**src/rtl/tcw_pkg.sv**
```systemverilog
// Package for the text console writer: field widths, character codes,
// operation codes and the command/status structs between controller and datapath.
// No dependencies.
`timescale 1ns / 1ps

package tcw_pkg;

	// Default screen geometry
	localparam int COLS_DEF = 80;
	localparam int ROWS_DEF = 25;

	// Fixed field widths
	localparam int POS_W  = 11;
	localparam int BYTE_W = 8;
	localparam int OP_W   = 3;
	localparam int CELL_W = 16;

	// Character codes and attribute
	localparam logic [BYTE_W-1:0] CH_NL      = 8'd10;
	localparam logic [BYTE_W-1:0] CH_SPACE   = 8'h20;
	localparam logic [BYTE_W-1:0] RESET_ATTR = 8'h0f;

	// Operation codes
	localparam logic [OP_W-1:0] OP_PUT   = 3'd0;
	localparam logic [OP_W-1:0] OP_NL    = 3'd1;
	localparam logic [OP_W-1:0] OP_CLEAR = 3'd2;
	localparam logic [OP_W-1:0] OP_SET   = 3'd3;
	localparam logic [OP_W-1:0] OP_READ  = 3'd4;

	// Register index of the text attribute
	localparam logic REG_ATTR = 1'b0;

	// Cell counter commands
	localparam logic [1:0] CNT_HOLD = 2'd0;
	localparam logic [1:0] CNT_ZERO = 2'd1;
	localparam logic [1:0] CNT_INC  = 2'd2;

	// Cursor commands
	localparam logic [2:0] CUR_HOLD  = 3'd0;
	localparam logic [2:0] CUR_SET   = 3'd1;
	localparam logic [2:0] CUR_INC   = 3'd2;
	localparam logic [2:0] CUR_NL    = 3'd3;
	localparam logic [2:0] CUR_UP    = 3'd4;
	localparam logic [2:0] CUR_ZERO  = 3'd5;
	localparam logic [2:0] CUR_CLAMP = 3'd6;

	// Store write source
	localparam logic [1:0] WR_NONE = 2'd0;
	localparam logic [1:0] WR_INIT = 2'd1;
	localparam logic [1:0] WR_FILL = 2'd2;
	localparam logic [1:0] WR_PUT  = 2'd3;

	// Store read source
	localparam logic [1:0] RD_NONE = 2'd0;
	localparam logic [1:0] RD_COPY = 2'd1;
	localparam logic [1:0] RD_CELL = 2'd2;

	typedef struct packed {
		logic       in_load;
		logic [1:0] cnt_op;
		logic [2:0] cur_op;
		logic [1:0] wsel;
		logic [1:0] rd_sel;
		logic       nl_inc;
		logic       scr_set;
		logic       rd_capture;
		logic       out_load;
	} ctl_cmd_t;

	typedef struct packed {
		logic [OP_W-1:0] op;
		logic            ch_zero;
		logic            ch_nl;
		logic            cur_end;
		logic            nl_le_cur;
		logic            nl_end;
		logic            ci_ok;
		logic            cnt_last_copy;
		logic            cnt_last;
		logic            out_free;
	} ctl_sts_t;

endpackage

```
**src/rtl/tcw_ctrl.sv**
```systemverilog
// Controller of the text console writer: sequences reset clear, put, newline,
// scroll, clear, set-cursor and read requests by commands to the datapath.
// Depends on tcw_pkg.
`timescale 1ns / 1ps

module tcw_ctrl
	import tcw_pkg::*;
(
	input  logic     clk,
	input  logic     arst_n,
	input  logic     in_valid,
	output logic     in_ready,
	input  ctl_sts_t sts,
	output ctl_cmd_t cmd
);

	localparam logic [3:0] S_INIT     = 4'd0;
	localparam logic [3:0] S_IDLE     = 4'd1;
	localparam logic [3:0] S_DISPATCH = 4'd2;
	localparam logic [3:0] S_SEEK     = 4'd3;
	localparam logic [3:0] S_COPY     = 4'd4;
	localparam logic [3:0] S_DRAIN    = 4'd5;
	localparam logic [3:0] S_FILLROW  = 4'd6;
	localparam logic [3:0] S_POST     = 4'd7;
	localparam logic [3:0] S_CLEAR    = 4'd8;
	localparam logic [3:0] S_RDWAIT   = 4'd9;
	localparam logic [3:0] S_RESP     = 4'd10;

	logic [3:0] state_q;
	logic [3:0] state_d;

	always_ff @(posedge clk or negedge arst_n) begin
		if (!arst_n) begin
			state_q <= S_INIT;
		end else begin
			state_q <= state_d;
		end
	end

	assign in_ready = (state_q == S_IDLE);

	// Next state and commands
	always_comb begin
		state_d        = state_q;
		cmd            = '0;
		cmd.cnt_op     = CNT_HOLD;
		cmd.cur_op     = CUR_HOLD;
		cmd.wsel       = WR_NONE;
		cmd.rd_sel     = RD_NONE;
		case (state_q)
			// Sweep the store to spaces after reset
			S_INIT: begin
				cmd.wsel   = WR_INIT;
				cmd.cnt_op = CNT_INC;
				if (sts.cnt_last) begin
					state_d = S_IDLE;
				end
			end
			S_IDLE: begin
				if (in_valid) begin
					cmd.in_load = 1'b1;
					state_d     = S_DISPATCH;
				end
			end
			S_DISPATCH: begin
				case (sts.op)
					OP_PUT: begin
						if (sts.ch_zero) begin
							state_d = S_RESP;
						end else if (sts.cur_end) begin
							cmd.scr_set = 1'b1;
							cmd.cnt_op  = CNT_ZERO;
							state_d     = S_COPY;
						end else begin
							state_d = S_POST;
						end
					end
					OP_NL: begin
						state_d = S_SEEK;
					end
					OP_CLEAR: begin
						cmd.cnt_op = CNT_ZERO;
						state_d    = S_CLEAR;
					end
					OP_SET: begin
						cmd.cur_op = CUR_SET;
						state_d    = S_RESP;
					end
					OP_READ: begin
						if (sts.ci_ok) begin
							cmd.rd_sel = RD_CELL;
							state_d    = S_RDWAIT;
						end else begin
							state_d = S_RESP;
						end
					end
					default: begin
						state_d = S_RESP;
					end
				endcase
			end
			// Step row by row to the start of the next row
			S_SEEK: begin
				if (sts.nl_le_cur) begin
					cmd.nl_inc = 1'b1;
				end else begin
					cmd.cur_op = CUR_NL;
					if (sts.op == OP_NL && sts.nl_end) begin
						cmd.scr_set = 1'b1;
						cmd.cnt_op  = CNT_ZERO;
						state_d     = S_COPY;
					end else begin
						state_d = S_RESP;
					end
				end
			end
			// Scroll: move rows up, one cell per cycle
			S_COPY: begin
				cmd.rd_sel = RD_COPY;
				cmd.cnt_op = CNT_INC;
				if (sts.cnt_last_copy) begin
					state_d = S_DRAIN;
				end
			end
			// Last copy write lands here; cursor moves up one row
			S_DRAIN: begin
				cmd.cur_op = CUR_UP;
				state_d    = S_FILLROW;
			end
			S_FILLROW: begin
				cmd.wsel   = WR_FILL;
				cmd.cnt_op = CNT_INC;
				if (sts.cnt_last) begin
					state_d = S_POST;
				end
			end
			// Continue the request after a possible scroll
			S_POST: begin
				if (sts.op == OP_PUT) begin
					if (sts.ch_nl) begin
						state_d = S_SEEK;
					end else begin
						cmd.wsel   = WR_PUT;
						cmd.cur_op = CUR_INC;
						state_d    = S_RESP;
					end
				end else begin
					cmd.cur_op = CUR_CLAMP;
					state_d    = S_RESP;
				end
			end
			S_CLEAR: begin
				cmd.wsel   = WR_FILL;
				cmd.cnt_op = CNT_INC;
				if (sts.cnt_last) begin
					cmd.cur_op = CUR_ZERO;
					state_d    = S_RESP;
				end
			end
			S_RDWAIT: begin
				cmd.rd_capture = 1'b1;
				state_d        = S_RESP;
			end
			S_RESP: begin
				if (sts.out_free) begin
					cmd.out_load = 1'b1;
					state_d      = S_IDLE;
				end
			end
			default: begin
				state_d = S_IDLE;
			end
		endcase
	end

endmodule

```
**config.mk**
```make
export PLATFORM = sky130hd
export DESIGN_NAME = tcw_ctrl
export DESIGN_NICKNAME = d
export VERILOG_FILES = /design/src/rtl/tcw_pkg.sv /design/src/rtl/tcw_ctrl.sv
export SDC_FILE = /design/constraint.sdc
export NUM_CORES = 1
export LEC_CHECK = 0
export BUFFER_PORTS_ARGS = -buffer_cell sky130_fd_sc_hd__buf_2
export CORE_MARGIN = 4
export CORE_UTILIZATION = 50
export DETAILED_ROUTE_END_ITERATION = 10
export HOLD_SLACK_MARGIN = 0.15
export PLACE_DENSITY = 0.95
export SYNTH_ARGS = -nofsm -noshare
export SYNTH_HDL_FRONTEND = slang
export SYNTH_SLANG_ARGS = --single-unit
```
**constraint.sdc**
```tcl
create_clock -name clk -period 4.2 [get_ports clk]
set_input_delay 0.84 -clock clk [delete_from_list [all_inputs] [get_ports clk]]
set_output_delay 0.84 -clock clk [all_outputs]
set_load 0.03 [all_outputs]
```
==> impl_metrics.csv, run 1 <==
group,metric,value,unit
status,outcome,"finished, final reports clean",
clock_network,cts.hold.buffers_added,0,
layout,utilization,0.626,
logic_synthesis,synth_area,691,µm²
global_routing,grt_pass1_wl,3230,µm
worst_setup_path,critPathMaxFanout,9,
timing,rsz0062_at_grt,"false",
timing,fin_worst_skew,0.00174,ns
placement,io_buffers,29,
logic_synthesis,netlist_instances,99,
power_and_ir_drop,ir_drop,0.315,mV
timing,relSlewSlack,0.587,
clock_network,post-cts-setup-buffer-count,0,
worst_setup_path,worstSetupPathType,"in2out",
route,viasPerCell,6.18,
clock_network,insertion_delay,0.23,ns
layout,diodes,0,
logic_synthesis,synth_top_area_share,0.145,
logic_synthesis,yosysTopAreaCell,"dfrtp_1",
layout,largestRegisters,"state_q: 4 flops",
global_routing,antenna_found_initial,0,
timing,period_share,0.703,
route,wirelength,1920,µm
layout,area_growth,17.9,%
worst_setup_path,worstReg2RegStart,"state_q[0]",
timing,setup_ws,1.25,ns
global_routing,grtUsageTotal,0.210,
global_routing,grt_max_degree,20,
worst_setup_path,rr_endpoint,"state_q[1]",
power_and_ir_drop,p_total,543,µW
logic_synthesis,syn_avg_cell_area,6.98,µm²
floorplan,core.rowCount,13,
timing,finalMaxSlewViolations,0,
placement,gp_congestion,0.865,
floorplan,die_h,45.2,µm
min_path,hold_path_class,"in2async",
logic_synthesis,synth_nets,114,
placement,dpl.hpwl,1470,µm
floorplan,die_x,45.2,µm
layout,layout.nets,139,
worst_setup_path,cp-end-kind,"output pin",
logic_synthesis,synth_ff_type,"dfrtp_1",
route,drt-initial-drc-count,25,
route,drc_errors,0,
layout,largest-register,"state_q",
route,antenna_left,0,
logic_synthesis,yosys-top-cells-count,"15 x nor2_1, 10 x nand2_1, 6 x a21oi_1",
logic_synthesis,post-synth-top-count-cell,"nor2_1",
timing,max_freq,338,MHz
floorplan,ioPinCount,30,
logic_synthesis,synth_edf_count,0,
worst_setup_path,r2r_slack,2.41,ns
worst_setup_path,crit_required,3.36,ns
clock_network,cts_buffers,3,
clock_network,numClockSinks,4,
timing,hold_viol,0,
clock_network,cts-root-buf,"clkbuf_4",
floorplan,dieArea,2040,µm²
clock_network,cts_tree,"built",
floorplan,initial_utilization,0.531,
logic_synthesis,yosysSeqAreaShare,0.145,
timing,finalCriticalPeriod,2.95,ns
flow_run,maxCapViolations,0,
floorplan,coreArea,1300,µm²
worst_setup_path,critical_path_arrival,2.11,ns
route,wl_per_cell,14.0,µm
clock_network,cts_max_level,1,
clock_network,cts_buffer_depth,2,
placement,dp_slack,1.27,ns
layout,largest_reg_flops,4,
layout,drive_above_1_share,0.320,
timing,setup_viol,0,
route,vias,847,
power_and_ir_drop,cellLeakagePower,0.000380,µW
logic_synthesis,netlist_top_cells_area,"dfrtp_1 14%, nor2_1 8.2%, nand2_1 5.4%, a21oi_1 4.3%, mux2i_1 4.3%",
global_routing,grt_pass1_vias,795,
logic_synthesis,ys_warn_count,0,
logic_synthesis,async_reset_ff_frac,1.00,
worst_setup_path,start_kind,"primary input",
power_and_ir_drop,powerDensity,666,nW/µm²
route,firstDrtPassIters,4,
global_routing,overflow,0,
timing,setup_tns,0,ns
logic_synthesis,synth_cell_types,43,
worst_setup_path,reg2regPathDepth,4,
worst_setup_path,critPathLaunch,"sts[10]",
clock_network,clk_pin_slew,0.04,ns
clock_network,post_cts_resize_count,0,
logic_synthesis,ys_ff_latch,4,
timing,worst_slew_pin_slew,0.620,ns
-- power breakdown --
part	internal, µW	total (µW)	switching, µW
Sequential	54.8	136	81.2
Combinational	145	360	215
Clock	31.9	46.9	15.0
Total	232	543	311
-- metrics by stage --
stage,hold slack [ns],cells,instance area (µm²)
floorplan,0.544,99,691
global placement,0.644,134,792
detailed placement,0.645,134,792
CTS,0.397,137,815
global route,0.389,137,815
finish,0.402,137,815
-- worst max-delay path, cell delays in order --
cell and delay, ns:
buf_2 0.15, nor3_2 0.30, nand2_1 0.11, or3_1 0.32, a21oi_1 0.16, buf_2 0.23
-- per-layer routing --
| metal | global-route usage | vias up | wire [µm] |
|---|---|---|---|
| li1 | - | 419 | - |
| met1 | 0.253 | 393 | 792 |
| met2 | 0.359 | 35 | 980 |
| met3 | 0.0279 | 0 | 142 |
| met4 | 0.105 | 0 | 0 |
| met5 | 0 | - | 0 |
-- placed cells by master (no fill, tap or decap), types with 2 or more instances in the layout --
| master | n |
|---|---|
| nor2_1 | 15 |
| buf_2 | 29 |
| nor2b_1 | 3 |
| nand2b_1 | 2 |
| clkbuf_4 | 3 |
| nor3_1 | 5 |
| o21ai_0 | 5 |
| a31oi_1 | 2 |
| nand3_1 | 2 |
| nor4_1 | 4 |
| a21oi_1 | 6 |
| nand2_1 | 10 |
| o22ai_1 | 2 |
| dfrtp_1 | 4 |
| mux2i_1 | 3 |
-- how the worst max path moves through the flow --
| stage | endpoint | slack, ns | cells after the start |
|---|---|---|---|
| final | cmd[6] | 1.25 | 6 |
| after detailed placement | cmd[6] | 1.27 | 6 |
| after global routing | cmd[6] | 1.15 | 6 |
| after CTS | cmd[6] | 1.26 | 6 |
| after floorplan | cmd[9] | 1.22 | 4 |
| after global placement | cmd[6] | 1.32 | 6 |
-- cell families after synthesis --
kind of cell           synth area share
and+or+nand+nor                   0.420
muxes                            0.0652
DFF                               0.145
AOI/OAI and AO/OA                 0.268
buffers and inverters             0.101
-- final cells by class --
| cell class | count | area (µm²) |
|---|---|---|
| Clock buffer | 3 | 22.5 |
| Fill cell | 138 | 487 |
| Inverter | 2 | 7.51 |
| Multi-Input combinational cell | 84 | 520 |
| Sequential cell | 4 | 100 |
| Tap cell | 15 | 18.8 |
| Timing Repair Buffer | 29 | 145 |
Note: power is estimated with default switching activity, not from simulation.
==> run 2, diff against run 1 <==
Settings changed: ABC_AREA set to 1, CORE_UTILIZATION 50 to 42, PLACE_DENSITY 0.95 to 0.86.
Clock period 4.2 ns to 2.5 ns, I/O delays scaled along.
==> run 2 against run 1 <==
  * Clock skew grew 0.0026 ns
  * Utilization shrank 5.2 points
  * Wire length grew 5.0%
  * Synthesized area grew 1.3%
  * Via count grew 13%
  * Largest power group unchanged
==> impl_metrics.csv, run 2 <==
group,metric,value,unit
route,wl_per_cell,11.1,µm
timing,finalCriticalPeriod,2.22,ns
layout,largest-register,"state_q",
global_routing,overflow,0,
layout,fin_cells,181,
worst_setup_path,rr_endpoint,"state_q[2]",
clock_network,post_cts_resize_count,0,
layout,utilization,0.574,
floorplan,coreArea,1540,µm²
layout,largest_reg_flops,4,
power_and_ir_drop,p_total,979,µW
floorplan,die_h,48.8,µm
timing,fin_worst_skew,0.00434,ns
placement,io_buffers,29,
timing,worst_slew_pin_slew,0.339,ns
logic_synthesis,synth_edf_count,0,
logic_synthesis,yosysSeqAreaShare,0.143,
timing,hold_viol,0,
layout,area_growth,26.5,%
clock_network,clk_pin_slew,0.04,ns
timing,setup_tns,0,ns
layout,diodes,0,
power_and_ir_drop,cellLeakagePower,0.000554,µW
floorplan,initial_utilization,0.454,
clock_network,cts_tree,"built",
clock_network,cts_buffer_depth,2,
timing,relSlewSlack,0.773,
layout,register_area,100,µm²
worst_setup_path,path_cells,"nand2_1 > nor2_2 > nand4_1 > or2_1 > o21ai_2 > buf_2",
logic_synthesis,post-synth-top-count-cell,"nand2_1",
placement,gp_congestion,0.870,
global_routing,antenna_found_initial,0,
route,wirelength,2010,µm
power_and_ir_drop,powerDensity,1110,nW/µm²
route,firstDrtPassIters,4,
layout,layout_commonest_cell,"nand2_1",
layout,multiInputGateArea,508,µm²
timing,period_share,0.889,
floorplan,dieArea,2380,µm²
worst_setup_path,slowest_stage,"dfrtp_1",
route,viasPerCell,5.28,
placement,dp.cells,177,
status,outcome,"finished, final reports clean",
route,drt-initial-drc-count,21,
global_routing,grt_pass1_wl,3510,µm
worst_setup_path,cp.buffers_inverters,1,
global_routing,grt_pass1_vias,876,
worst_setup_path,reg2regPathDepth,8,
worst_setup_path,worstSetupPathType,"reg2out",
worst_setup_path,cp-end-kind,"output pin",
timing,max_freq,450,MHz
logic_synthesis,async_reset_ff_frac,1.00,
timing,finalMaxSlewViolations,0,
clock_network,cts.hold.buffers_added,1,
floorplan,core.rowCount,14,
layout,layout.nets,182,
logic_synthesis,ys_ff_latch,4,
timing,setup_viol,0,
global_routing,grt_max_degree,9,
worst_setup_path,r2r_slack,1.12,ns
route,drc_errors,0,
logic_synthesis,ys_warn_count,0,
clock_network,cts_buffers,3,
layout,fillerInstances,169,
layout,final_cell_mix,"44 x nand2_1, 29 x buf_2, 21 x nand3_1",
floorplan,ioPinCount,30,
global_routing,grtUsageTotal,0.174,
timing,whs,0.620,ns
logic_synthesis,yosys-top-cells-count,"44 x nand2_1, 21 x nand3_1, 17 x inv_1",
route,vias,955,
logic_synthesis,yosysTopAreaCell,"nand2_1",
clock_network,numClockSinks,4,
worst_setup_path,crit_required,2.00,ns
worst_setup_path,critPathTopFamily,"simple AND/OR/NAND/NOR gates",
worst_setup_path,start_kind,"flip-flop",
logic_synthesis,netlist_instances,134,
logic_synthesis,synth_ff_type,"dfrtp_1",
clock_network,cts_max_level,1,
worst_setup_path,critical_path_arrival,1.72,ns
worst_setup_path,worstReg2RegStart,"state_q[0]",
worst_setup_path,cpPeakStageDelay,0.49,ns
logic_synthesis,synth_cell_types,21,
route,antenna_left,0,
timing,rsz0062_at_grt,"false",
logic_synthesis,synth_nets,149,
floorplan,die_x,48.8,µm
logic_synthesis,netlist_top_cells_area,"nand2_1 24%, nand3_1 15%, dfrtp_1 14%, inv_1 9.1%, nor2_1 7.0%",
logic_synthesis,synth_area,699,µm²
layout,largestRegisters,"state_q: 4 flops",
flow_run,maxCapViolations,0,
placement,dpl.hpwl,1730,µm
logic_synthesis,synth_top_area_share,0.236,
worst_setup_path,critPathMaxFanout,8,
clock_network,cts-root-buf,"clkbuf_4",
min_path,hold_path_class,"in2async",
logic_synthesis,syn_avg_cell_area,5.22,µm²
layout,drive_above_1_share,0.285,
clock_network,insertion_delay,0.23,ns
clock_network,post-cts-setup-buffer-count,0,
power_and_ir_drop,ir_drop,0.437,mV
run 2: cell families (layout without fill, tap and decap cells):
| logic type | after synthesis | in the layout | share of synthesized area |
|---|---|---|---|
| buf+inv | 23 | 54 | 0.131 |
| compound gates | 12 | 12 | 0.104 |
| simple gates | 95 | 95 | 0.623 |
| flops | 4 | 4 | 0.143 |
run 2: worst reg2reg max path: stages (launching register included):
cell and delay [ns]:
dfrtp_1 0.46, nor2_2 0.29, nand2_1 0.13, inv_2 0.08
nand2_1 0.06, nand3_1 0.07, nor2_1 0.07, nand2_1 0.06
nand2_1 0.05
run 2: worst max-delay path by stage:
stage                          start  slack (ns)  cells past startpoint  endpoint
after global routing      state_q[0]        0.14                      6    cmd[2]
after floorplan               sts[9]        0.45                      4    cmd[5]
after global placement       sts[10]        0.46                      6    cmd[2]
after CTS                 state_q[0]        0.28                      6    cmd[2]
after detailed placement     sts[10]        0.41                      6    cmd[2]
final                     state_q[0]        0.28                      6    cmd[2]
run 2: routing by layer:
layer | GRT usage | vias up | wire, µm
met5 | 0 | - | 0
met4 | 0.0762 | 0 | 0
met3 | 0.0275 | 0 | 138
met2 | 0.298 | 38 | 986
met1 | 0.210 | 424 | 887
li1 | - | 493 | -
run 2: stage by stage:
stage | cell area (µm²) | setup slack (ns)
final | 885 | 0.278
after global routing | 885 | 0.139
after CTS | 885 | 0.283
after detailed placement | 852 | 0.407
after global placement | 852 | 0.459
after floorplan | 699 | 0.451
run 2: power by group:
group          switching, µW  total [µW]  internal [µW]
clock                   24.2        77.8           53.5
sequential              63.3         160           96.9
combinational            517         741            224
run 2: final cells by class:
| type | instances | area share |
|---|---|---|
| Clock buffer | 3 | 0.0255 |
| Inverter | 21 | 0.0891 |
| Multi-Input combinational cell | 107 | 0.574 |
| Sequential cell | 4 | 0.113 |
| Tap cell | 16 | 0.0226 |
| Timing Repair Buffer | 30 | 0.175 |
==> run 3, diff against run 2 <==
Settings changed: RECOVER_POWER set to 25.
==> run 3 against run 2 <==
  * First-iteration DRC count grew 9.5%
  * Critical path depth unchanged
  * Hold slack got worse by 0.019 ns
==> impl_metrics.csv, run 3 (synthesis results as in run 2) <==
group,metric,value,unit
layout,area_growth,25.9,%
timing,period_share,0.895,
layout,fillerInstances,170,
layout,diodes,0,
timing,finalCriticalPeriod,2.24,ns
worst_setup_path,critPathMaxFanout,8,
layout,final_cell_mix,"44 x nand2_1, 28 x buf_2, 21 x nand3_1",
route,wl_per_cell,11.1,µm
route,wirelength,2000,µm
worst_setup_path,start_kind,"flip-flop",
layout,largest_reg_flops,4,
timing,setup_viol,0,
placement,gp_congestion,0.870,
layout,largestRegisters,"state_q: 4 flops",
worst_setup_path,crit_required,2.00,ns
timing,setup_tns,0,ns
global_routing,grt_max_degree,9,
layout,fin_cells,181,
power_and_ir_drop,ir_drop,0.429,mV
global_routing,grt_pass1_vias,876,
min_path,hold_path_class,"reg2reg",
worst_setup_path,reg2regPathDepth,8,
layout,drive_above_1_share,0.273,
global_routing,grt_pass1_wl,3510,µm
layout,layout_commonest_cell,"nand2_1",
clock_network,numClockSinks,4,
flow_run,maxCapViolations,0,
placement,dpl.hpwl,1730,µm
timing,worst_slew_pin_slew,0.410,ns
worst_setup_path,worstSetupPathType,"reg2out",
clock_network,cts_buffers,3,
placement,io_buffers,29,
clock_network,clk_pin_slew,0.04,ns
placement,dp.cells,177,
power_and_ir_drop,cellLeakagePower,0.000551,µW
timing,max_freq,447,MHz
timing,finalMaxSlewViolations,0,
route,antenna_left,0,
timing,rsz0062_at_grt,"false",
floorplan,ioPinCount,30,
clock_network,cts_buffer_depth,2,
floorplan,die_h,48.8,µm
clock_network,post_cts_resize_count,0,
clock_network,insertion_delay,0.23,ns
floorplan,initial_utilization,0.454,
layout,multiInputGateArea,505,µm²
global_routing,overflow,0,
worst_setup_path,critical_path_arrival,1.74,ns
route,vias,950,
floorplan,core.rowCount,14,
global_routing,grtUsageTotal,0.174,
layout,layout.nets,182,
timing,fin_worst_skew,0.00434,ns
floorplan,dieArea,2380,µm²
layout,largest-register,"state_q",
clock_network,cts-root-buf,"clkbuf_4",
timing,hold_viol,0,
global_routing,antenna_found_initial,0,
power_and_ir_drop,p_total,975,µW
clock_network,cts_max_level,1,
clock_network,cts_tree,"built",
route,drc_errors,0,
route,drt-initial-drc-count,23,
power_and_ir_drop,powerDensity,1110,nW/µm²
status,outcome,"finished, final reports clean",
timing,relSlewSlack,0.726,
min_path,hold_depth,2,
worst_setup_path,cp-end-kind,"output pin",
floorplan,coreArea,1540,µm²
route,viasPerCell,5.25,
floorplan,die_x,48.8,µm
route,firstDrtPassIters,4,
layout,register_area,100,µm²
run 3: area by class of cell:
type                    count  share of cell area
multi-input cells         107               0.574
repair buffers             30               0.175
flip-flops and latches      4               0.114
inverters                  21              0.0895
clock buffers               3              0.0256
well taps                  16              0.0227
run 3: metrics by stage:
step,worst slack (ns),cell area [µm²],util,hold WS [ns]
finish,0.263,881,0.571,0.601
global route,0.152,881,0.571,0.661
CTS,0.283,885,0.574,0.617
detailed placement,0.407,852,0.553,0.309
global placement,0.459,852,0.553,0.303
floorplan,0.451,699,-,0.204
run 3: final timing paths:
kind / startpoint / to / slack (ns)
hold reg to reg: state_q[1] / state_q[1] / 0.60
setup reg to reg: state_q[0] / state_q[2] / 1.00
hold / removal: state_q[1] / state_q[1] / 0.60
max in group asynchronous: arst_n / state_q[2] / 1.68
min in group asynchronous: arst_n / state_q[1] / 0.64
setup / recovery: state_q[0] / cmd[10] / 0.26
run 3: where the power goes:
| part | leakage (µW) | total (µW) | internal, µW | switching, µW |
|---|---|---|---|---|
| Sequential | 0.0000511 | 158 | 96.9 | 60.8 |
| Combinational | 0.000486 | 739 | 222 | 517 |
| Clock | 0.0000138 | 77.7 | 53.5 | 24.2 |
run 3: layer usage:
layer / part of all wire / vias up / wire (µm) / global-route usage
li1: - / 494 / - / -
met5: 0 / - / 0 / 0
met3: 0.066 / 0 / 132 / 0.0275
met2: 0.49 / 36 / 979 / 0.298
met4: 0 / 0 / 0 / 0.0762
met1: 0.45 / 420 / 892 / 0.210
run 3: repair_timing:
item,in CTS,in global routing
endpoints found under the hold margin,4,0
endpoints found under the setup margin,0,0
setup buffers,0,0
hold buffers,1,0
run 3: worst max-delay path, stage by stage (launching register included):
cell      delay, ns
dfrtp_1        0.46
nor2_1         0.38
nand2_1        0.15
inv_2          0.09
nand2_1        0.11
o211ai_1       0.10
buf_2          0.22
